`config.mk`:
```
export PLATFORM = sky130hd
export DESIGN_NAME = tcp_option_parser_flat
export DESIGN_NICKNAME = d
export VERILOG_FILES = /design/src/rtl/tcpop_pkg.sv /design/src/rtl/tcpop_if.sv /design/src/rtl/tcpop_step.sv /design/src/rtl/tcp_option_parser.sv /design/src/flat_wrapper.sv
export SDC_FILE = /design/constraint.sdc
export NUM_CORES = 1
export LEC_CHECK = 0
export BUFFER_PORTS_ARGS = -buffer_cell sky130_fd_sc_hd__buf_2
export CAP_MARGIN = 15
export CORE_ASPECT_RATIO = 1.4
export CORE_MARGIN = 5
export CORE_UTILIZATION = 60
export CTS_BUF_LIST = sky130_fd_sc_hd__clkbuf_16
export CTS_CLUSTER_DIAMETER = 100
export DETAILED_ROUTE_END_ITERATION = 7
export GPL_TIMING_DRIVEN = 0
export PLACE_DENSITY = 0.92
export SLEW_MARGIN = 40
export SYNTH_ARGS = -nofsm -noshare
export SYNTH_HDL_FRONTEND = slang
export SYNTH_SLANG_ARGS = --single-unit
```
`constraint.sdc`:
```
create_clock -name clock -period 15.28 [get_ports clock]
set_input_delay 3.82 -clock clock [delete_from_list [all_inputs] [get_ports clock]]
set_output_delay 3.82 -clock clock [all_outputs]
set_load 0.03 [all_outputs]
```
`src/rtl/tcpop_pkg.sv`:
```
package tcpop_pkg;

   localparam int unsigned BYTE_W  = 8;
   localparam int unsigned CODE_W  = 3;
   localparam int unsigned COUNT_W = 5;
   localparam int unsigned ACCUM_W = 64;

   // Option kinds on the wire
   localparam logic [BYTE_W-1:0] KIND_EOL   = 8'd0;
   localparam logic [BYTE_W-1:0] KIND_NOP   = 8'd1;
   localparam logic [BYTE_W-1:0] KIND_MSS   = 8'd2;
   localparam logic [BYTE_W-1:0] KIND_WSCL  = 8'd3;
   localparam logic [BYTE_W-1:0] KIND_SACKP = 8'd4;
   localparam logic [BYTE_W-1:0] KIND_TSTMP = 8'd8;

   // Smallest length byte that covers kind and length
   localparam logic [BYTE_W-1:0] HDR_BYTES = 8'd2;

   // Record codes
   localparam logic [CODE_W-1:0] REC_MSS   = 3'd0;
   localparam logic [CODE_W-1:0] REC_WSCL  = 3'd1;
   localparam logic [CODE_W-1:0] REC_SACKP = 3'd2;
   localparam logic [CODE_W-1:0] REC_TSTMP = 3'd3;
   localparam logic [CODE_W-1:0] REC_END   = 3'd4;
   localparam logic [CODE_W-1:0] REC_TRUNC = 3'd5;

   typedef enum logic [1:0] {
      PH_KIND  = 2'd0,
      PH_LEN   = 2'd1,
      PH_VALUE = 2'd2,
      PH_SKIP  = 2'd3
   } phase_type;

   typedef struct packed {
      phase_type            phase;
      logic [BYTE_W-1:0]    kind;
      logic [BYTE_W-1:0]    len;
      logic [BYTE_W-1:0]    left;
      logic [ACCUM_W-1:0]   accum;
      logic [COUNT_W-1:0]   found;
   } state_type;

   typedef struct packed {
      logic [CODE_W-1:0]    record_kind;
      logic [BYTE_W-1:0]    declared_len;
      logic [15:0]          mss_value;
      logic [BYTE_W-1:0]    shift_count;
      logic [ACCUM_W-1:0]   stamp_value;
      logic [COUNT_W-1:0]   option_number;
      logic                 is_last;
   } rec_type;

   localparam state_type STATE_RESET = '{PH_KIND, 8'd0, 8'd0, 8'd0, 64'd0, 5'd0};

   function automatic logic kind_known(input logic [BYTE_W-1:0] kind);
      logic hit;
      case (kind)
         KIND_MSS, KIND_WSCL, KIND_SACKP, KIND_TSTMP: hit = 1'b1;
         default:                                     hit = 1'b0;
      endcase
      return hit;
   endfunction

   function automatic logic [CODE_W-1:0] kind_code(input logic [BYTE_W-1:0] kind);
      logic [CODE_W-1:0] code;
      case (kind)
         KIND_MSS:   code = REC_MSS;
         KIND_WSCL:  code = REC_WSCL;
         KIND_SACKP: code = REC_SACKP;
         KIND_TSTMP: code = REC_TSTMP;
         default:    code = REC_TRUNC;
      endcase
      return code;
   endfunction

   function automatic logic [BYTE_W-1:0] value_bytes(input logic [BYTE_W-1:0] kind);
      logic [BYTE_W-1:0] n;
      case (kind)
         KIND_MSS:   n = 8'd2;
         KIND_WSCL:  n = 8'd1;
         KIND_TSTMP: n = 8'd8;
         default:    n = 8'd0;
      endcase
      return n;
   endfunction

endpackage

```
`src/rtl/tcpop_if.sv`:
```
interface tcpop_req_if;
   logic       valid;
   logic       ready;
   logic [7:0] opt_byte;
   logic       list_last;

   modport source (output valid, output opt_byte, output list_last, input ready);
   modport sink   (input valid, input opt_byte, input list_last, output ready);
endinterface

interface tcpop_rsp_if;
   logic        valid;
   logic        ready;
   logic [2:0]  record_kind;
   logic [7:0]  declared_len;
   logic [15:0] mss_value;
   logic [7:0]  shift_count;
   logic [63:0] stamp_value;
   logic [4:0]  option_number;
   logic        is_last;

   modport source (output valid, output record_kind, output declared_len, output mss_value,
                   output shift_count, output stamp_value, output option_number,
                   output is_last, input ready);
   modport sink   (input valid, input record_kind, input declared_len, input mss_value,
                   input shift_count, input stamp_value, input option_number,
                   input is_last, output ready);
endinterface

```
`src/rtl/tcpop_step.sv`:
```
module tcpop_step #(
   parameter int unsigned FOUND_CAP = 20
) (
   input  tcpop_pkg::state_type state_cur,
   input  logic [7:0]           opt_byte,
   input  logic                 list_last,
   output tcpop_pkg::state_type state_nxt,
   output logic                 emit,
   output tcpop_pkg::rec_type   rec
);
   import tcpop_pkg::*;

   localparam logic [COUNT_W-1:0] CAP = COUNT_W'(FOUND_CAP);

   logic                fin;
   logic [BYTE_W-1:0]   need;
   logic [BYTE_W-1:0]   left_dec;
   logic [CODE_W-1:0]   code;

   assign need     = value_bytes(state_cur.kind);
   assign left_dec = state_cur.left - {7'd0, state_cur.left != 8'd0};
   assign code     = kind_code(state_cur.kind);

   always_comb begin
      state_nxt = state_cur;
      fin       = 1'b0;
      emit      = 1'b0;
      rec       = '0;

      unique case (state_cur.phase)
         PH_KIND: begin
            if (opt_byte != KIND_EOL && opt_byte != KIND_NOP) begin
               state_nxt.kind  = opt_byte;
               state_nxt.phase = PH_LEN;
            end
         end
         PH_LEN: begin
            state_nxt.len   = opt_byte;
            state_nxt.accum = '0;
            if (kind_known(state_cur.kind)) begin
               if (need == 8'd0) begin
                  fin = 1'b1;
               end else begin
                  state_nxt.left  = need;
                  state_nxt.phase = PH_VALUE;
               end
            end else if (opt_byte > HDR_BYTES) begin
               state_nxt.left  = opt_byte - HDR_BYTES;
               state_nxt.phase = PH_SKIP;
            end else begin
               state_nxt.phase = PH_KIND;
            end
         end
         PH_VALUE: begin
            state_nxt.accum = {state_cur.accum[ACCUM_W-BYTE_W-1:0], opt_byte};
            state_nxt.left  = left_dec;
            if (left_dec == 8'd0) fin = 1'b1;
         end
         PH_SKIP: begin
            state_nxt.left = left_dec;
            if (left_dec == 8'd0) state_nxt.phase = PH_KIND;
         end
         default: state_nxt = state_cur;
      endcase

      if (fin) begin
         if (state_cur.found < CAP) state_nxt.found = state_cur.found + 5'd1;
         state_nxt.phase   = PH_KIND;
         emit              = 1'b1;
         rec.record_kind   = code;
         rec.declared_len  = state_nxt.len;
         rec.mss_value     = (code == REC_MSS)   ? state_nxt.accum[15:0] : 16'd0;
         rec.shift_count   = (code == REC_WSCL)  ? state_nxt.accum[7:0]  : 8'd0;
         rec.stamp_value   = (code == REC_TSTMP) ? state_nxt.accum       : 64'd0;
         rec.option_number = state_nxt.found;
      end

      if (list_last) begin
         if (!fin) begin
            rec.record_kind   = (state_nxt.phase == PH_KIND) ? REC_END : REC_TRUNC;
            rec.option_number = state_nxt.found;
         end
         rec.is_last = 1'b1;
         emit        = 1'b1;
         state_nxt   = STATE_RESET;
      end
   end

endmodule

```
`src/rtl/tcp_option_parser.sv`:
```
// TCP options parser.
// req_ch carries the options area one byte per transaction (opt_byte), with
// list_last set on its final byte. rsp_ch carries one record per recognized
// option (MSS, window scale, SACK permitted, timestamp) as it completes, plus
// a list-end or truncated record on the final byte when that byte does not
// itself complete an option. Other kinds are skipped by their length byte.
// Most bytes produce no record.
// Timing: a byte is taken into the input register, parsed once the output
// register is free, and its record, if any, is held in the output register,
// which drives rsp_ch.valid. One byte per cycle sustained while rsp_ch is not
// stalled; the parser state update is combinational, so there is no loop limit.
// Stall: while a record waits on rsp_ch.ready, the input register still
// takes one more byte; parsing of it waits until the output register frees.
// Bytes that produce no record never wait on the output side once it is free.
// Reset: synchronous; clears both registers' valid flags and the parser
// state (expecting a kind byte, option count zero). State also returns to
// that point after every final byte.
module tcp_option_parser #(
   parameter int unsigned MAX_OPTION_BYTES = 40
) (
   input  logic               clock,
   input  logic               reset,
   tcpop_req_if.sink          req_ch,
   tcpop_rsp_if.source        rsp_ch
);
   import tcpop_pkg::*;

   localparam int unsigned FOUND_CAP = MAX_OPTION_BYTES / 2;

   // input register
   logic              s1_valid_ff;
   logic [BYTE_W-1:0] s1_byte_ff;
   logic              s1_last_ff;

   // parser state
   state_type         state_ff;
   state_type         state_in;

   // output register
   logic              rsp_valid_ff;
   rec_type           rsp_ff;
   rec_type           rec_in;
   logic              emit;

   logic              out_free;
   logic              s1_go;

   assign out_free     = !rsp_valid_ff || rsp_ch.ready;
   assign s1_go        = s1_valid_ff && out_free;
   assign req_ch.ready = !s1_valid_ff || out_free;

   tcpop_step #(
      .FOUND_CAP (FOUND_CAP)
   ) u_step (
      .state_cur (state_ff),
      .opt_byte  (s1_byte_ff),
      .list_last (s1_last_ff),
      .state_nxt (state_in),
      .emit      (emit),
      .rec       (rec_in)
   );

   always_ff @(posedge clock) begin
      if (reset) begin
         s1_valid_ff  <= 1'b0;
         rsp_valid_ff <= 1'b0;
         state_ff     <= STATE_RESET;
      end else begin
         if (req_ch.ready) s1_valid_ff <= req_ch.valid;
         if (s1_go) state_ff <= state_in;
         if (out_free) rsp_valid_ff <= s1_go && emit;
      end
      // payload, no reset
      if (req_ch.valid && req_ch.ready) begin
         s1_byte_ff <= req_ch.opt_byte;
         s1_last_ff <= req_ch.list_last;
      end
      if (s1_go && emit) rsp_ff <= rec_in;
   end

   assign rsp_ch.valid         = rsp_valid_ff;
   assign rsp_ch.record_kind   = rsp_ff.record_kind;
   assign rsp_ch.declared_len  = rsp_ff.declared_len;
   assign rsp_ch.mss_value     = rsp_ff.mss_value;
   assign rsp_ch.shift_count   = rsp_ff.shift_count;
   assign rsp_ch.stamp_value   = rsp_ff.stamp_value;
   assign rsp_ch.option_number = rsp_ff.option_number;
   assign rsp_ch.is_last       = rsp_ff.is_last;

   // end and truncation records only come from the final byte
   a_end_is_last: assert property (@(posedge clock) disable iff (reset)
      rsp_valid_ff && (rsp_ff.record_kind == REC_END || rsp_ff.record_kind == REC_TRUNC)
      |-> rsp_ff.is_last)
      else $error("end record without is_last");

   // a parsed final byte restarts the list
   a_last_clears: assert property (@(posedge clock) disable iff (reset)
      s1_go && s1_last_ff |=> state_ff.phase == PH_KIND && state_ff.found == '0)
      else $error("state not cleared after final byte");

   // option count never passes its cap
   a_found_cap: assert property (@(posedge clock) disable iff (reset)
      s1_valid_ff |-> state_ff.found <= COUNT_W'(FOUND_CAP))
      else $error("option count overflow");

   // a waiting record is not replaced while stalled
   a_rsp_hold: assert property (@(posedge clock) disable iff (reset)
      rsp_valid_ff && !rsp_ch.ready |=> rsp_valid_ff && $stable(rsp_ff))
      else $error("stalled record changed");

endmodule
```
`src/flat_wrapper.sv`:
```
// flat-port wrapper written by rule: the top's interface ports become plain ports
module tcp_option_parser_flat import tcpop_pkg::*;
#(
   parameter int unsigned MAX_OPTION_BYTES = 40
)
  (clock, reset, req_ch_valid, req_ch_opt_byte, req_ch_list_last, req_ch_ready, rsp_ch_valid, rsp_ch_record_kind, rsp_ch_declared_len, rsp_ch_mss_value, rsp_ch_shift_count, rsp_ch_stamp_value, rsp_ch_option_number, rsp_ch_is_last, rsp_ch_ready);
  tcpop_req_if req_ch_i ();
  tcpop_rsp_if rsp_ch_i ();
  input  logic clock;
  input  logic reset;
  input wire logic [$bits(req_ch_i.valid)-1:0] req_ch_valid;
  input wire logic [$bits(req_ch_i.opt_byte)-1:0] req_ch_opt_byte;
  input wire logic [$bits(req_ch_i.list_last)-1:0] req_ch_list_last;
  output wire logic [$bits(req_ch_i.ready)-1:0] req_ch_ready;
  output wire logic [$bits(rsp_ch_i.valid)-1:0] rsp_ch_valid;
  output wire logic [$bits(rsp_ch_i.record_kind)-1:0] rsp_ch_record_kind;
  output wire logic [$bits(rsp_ch_i.declared_len)-1:0] rsp_ch_declared_len;
  output wire logic [$bits(rsp_ch_i.mss_value)-1:0] rsp_ch_mss_value;
  output wire logic [$bits(rsp_ch_i.shift_count)-1:0] rsp_ch_shift_count;
  output wire logic [$bits(rsp_ch_i.stamp_value)-1:0] rsp_ch_stamp_value;
  output wire logic [$bits(rsp_ch_i.option_number)-1:0] rsp_ch_option_number;
  output wire logic [$bits(rsp_ch_i.is_last)-1:0] rsp_ch_is_last;
  input wire logic [$bits(rsp_ch_i.ready)-1:0] rsp_ch_ready;
  assign req_ch_i.valid = req_ch_valid;
  assign req_ch_i.opt_byte = req_ch_opt_byte;
  assign req_ch_i.list_last = req_ch_list_last;
  assign req_ch_ready = req_ch_i.ready;
  assign rsp_ch_valid = rsp_ch_i.valid;
  assign rsp_ch_record_kind = rsp_ch_i.record_kind;
  assign rsp_ch_declared_len = rsp_ch_i.declared_len;
  assign rsp_ch_mss_value = rsp_ch_i.mss_value;
  assign rsp_ch_shift_count = rsp_ch_i.shift_count;
  assign rsp_ch_stamp_value = rsp_ch_i.stamp_value;
  assign rsp_ch_option_number = rsp_ch_i.option_number;
  assign rsp_ch_is_last = rsp_ch_i.is_last;
  assign rsp_ch_i.ready = rsp_ch_ready;
  tcp_option_parser #(.MAX_OPTION_BYTES(MAX_OPTION_BYTES)) u_core (.clock(clock), .reset(reset), .req_ch(req_ch_i), .rsp_ch(rsp_ch_i));
endmodule
```
==> metrics <==
status=completed; Post-Synthesis Net Count=926; slew margin rel.=48.9%; antenna violations before repair=0; die height=157 microns; ANT cells=0; Crit. End Element=output pin; H-Tree Depth=1; asr flop ratio synth=0%; Clk Tree Root Cell=clkbuf_16; Syn Area/Cell=10.2 sq um; crit-path cells=buf_2 > nor2b_1 > nand2_1 > buf_2; critical path data arrival time=4.48 ns; unrepaired setup endpoints after global routing=false; total clock buffers created by CTS=19; final setup skew=0.0191 ns; via count=7806; share of cells above drive strength 1=16.7%; PostCTS Resize Cnt=0; Chip Width=115 microns; Reg2Reg Setup Slack=10.64 ns; Ys Warns=0; FF+latch count, synth=211; clock transition at the registers of the reported paths=0.06 ns; DPL Wire Length=16800 microns; die area=0.0180 sq mm; setup tns final=0 ns; Power Dens Cells=106 mW/mm^2; row cnt=53; fmax=0.120 GHz; Worst-Skew Late Latency=0.50 ns; final hold slack=0.494 ns; Nets=1070; sequential area share after synthesis=58.1%; prevailing post-synth register cell=edfxtp_1; vias in the first global route=7557; placed inst area=0.0102 sq mm; clock buffer depth=3; max cap viols=0; Pleak=0.00371 uW; largest net degree at the start of global routing=23; CP startpoint kind=primary input; VDD IR max=0.107 mV; CTS tree=yes; Worst Path Required=11.46 ns; starting density of the core=61.3%; 1st-iter DRT viols=946; fill count=996; first-pass GRT wire length=38600 microns; Max Transition Viols Final=0; Slowest-stage cell, CP=nor2b_1; critical path's largest stage delay=0.27 ns; EDFF count, synth=114; final instance area=0.0108 sq mm; Pwr Total=1150 uW; worst-path fanout max=5; TritonRoute pass-1 iters=6; Final Cycle Share=54.3%; Synth Instances=904; final WL=24200 microns; GRT Util Overall=26.9%; critical path's most frequent cell=buf_2; remaining antenna violation count=0; Worst Tran Pin Value=0.766 ns; Tmin final=8.30 ns; Final Hold Vio Count=0; Vias per Instance=6.23; Area growth syn-to-layout=17.0%; PortBufs=118; synthesized area=0.00923 sq mm; # DRC=0; DR WL/cell=19.3 microns; synth unique cells=56; worst hold path type=register to register; core area=0.0151 sq mm; Setup Buffers After CTS=0; sequential cell area=0.00537 sq mm; Multi-input gate area=0.00351 sq mm; gr ovfl total=0; # hold bufs at CTS=0; Worst Path Class, Setup=primary input to output pin; I/O pin cnt=120; Final setup viols=0; sink count of the clock tree=211; GPL Wtd Cong=0.958
[cells in the final DEF, fill, tap and decap left out, drive strengths merged, types with 17 or more instances in the layout]
cell,n
inv,17
clkbuf,84
o21ai,26
edfxtp,114
nor2b,22
dfxtp,97
nand2b,51
nand3,54
buf,133
a21oi,88
nand2,23
nor2,172
a22oi,60
[power by group]
group	internal [uW]	leakage [uW]	switching [uW]
Combinational	20.4	0.00149	50.0
Sequential	603	0.00191	4.41
Clock	263	0.000312	205
Total	886	0.00371	259
[cell type report]
cell class / count / area share [%]
flip-flops and latches: 211 / 49.7
inverters: 10 / 0.347
plain buffers: 75 / 2.98
clock inverters: 15 / 1.24
well taps: 192 / 2.22
multi-input cells: 608 / 32.5
repair buffers: 123 / 6.62
clock buffers: 19 / 4.40
[cell usage after synthesis (all sizes together) (4+ instances only)]
| library cell | count | area share [%] |
|---|---|---|
| a21oi | 88 | 4.8 |
| a22oi | 60 | 4.9 |
| a31oi | 11 | 0.75 |
| a32oi | 12 | 1.1 |
| and2 | 4 | 0.27 |
| buf | 10 | 0.84 |
| clkbuf | 65 | 2.6 |
| dfxtp | 97 | 21 |
| edfxtp | 114 | 37 |
| ha | 9 | 1.2 |
| inv | 10 | 0.41 |
| mux2i | 8 | 0.87 |
| nand2 | 23 | 0.94 |
| nand2b | 51 | 3.5 |
| nand3 | 54 | 3.0 |
| nor2 | 172 | 7.8 |
| nor2b | 22 | 1.5 |
| nor3 | 5 | 0.27 |
| nor3b | 4 | 0.38 |
| nor4 | 5 | 0.34 |
| o211ai | 6 | 0.49 |
| o21ai | 26 | 1.4 |
| xnor2 | 6 | 0.57 |
| xor2 | 7 | 0.66 |
[path summary, 6_finish.rpt]
check                            endpoint                 from  cells after the start
min reg2reg           u_core.state_ff[81]  u_core.state_ff[81]                      2
min                   u_core.state_ff[81]  u_core.state_ff[81]                      2
max reg2reg  u_core.rsp_ch.shift_count[1]  u_core.state_ff[71]                     14
max                          req_ch_ready         rsp_ch_ready                      4
[per-stage QoR]
step	setup WS [ns]	util, %	std cells
2_1_floorplan	5.95	-	904
3_3_place_gp	4.09	66.8	1214
3_5_place_dp	6.99	67.7	1219
4_1_cts	6.98	71.8	1253
5_1_grt	6.92	71.8	1253
6_report	6.98	71.8	1253
[kinds of logic after synthesis]
| logic type | count (synthesis) | share of synthesized area (%) |
|---|---|---|
| mux | 9 | 0.990 |
| fa+ha+maj | 9 | 1.22 |
| buf+inv | 85 | 3.89 |
| xor+xnor | 13 | 1.23 |
| simple gates | 354 | 19.3 |
| flops | 211 | 58.1 |
| compound gates | 223 | 15.2 |
[worst max-delay path: cells and delay by family]
family | cells | cell delay [ns]
simple gates | 2 | 0.38
buf+inv | 2 | 0.28
[sequential cells by signal, indices dropped and copies added (netlist names)]
signal	count
u_core.rsp_ch.valid	1
u_core.s1_last_ff	1
u_core.rsp_ch.stamp_value	64
u_core.rsp_ch.record_kind	3
u_core.rsp_ch.option_number	5
u_core.rsp_ch.is_last	1
u_core.rsp_ch.shift_count	8
u_core.rsp_ch.mss_value	16
u_core.state_ff	95
u_core.s1_valid_ff	1
u_core.s1_byte_ff	8
u_core.rsp_ch.declared_len	8
[metal layers]
metal / vias up / global-route usage [%] / routed length (microns)
li1: 3516 / - / -
met1: 3641 / 30.6 / 8240
met2: 520 / 48.8 / 12500
met3: 129 / 4.18 / 2180
met4: 0 / 13.1 / 1310
met5: - / 0 / 0
Power figures use the tool's default switching activity.
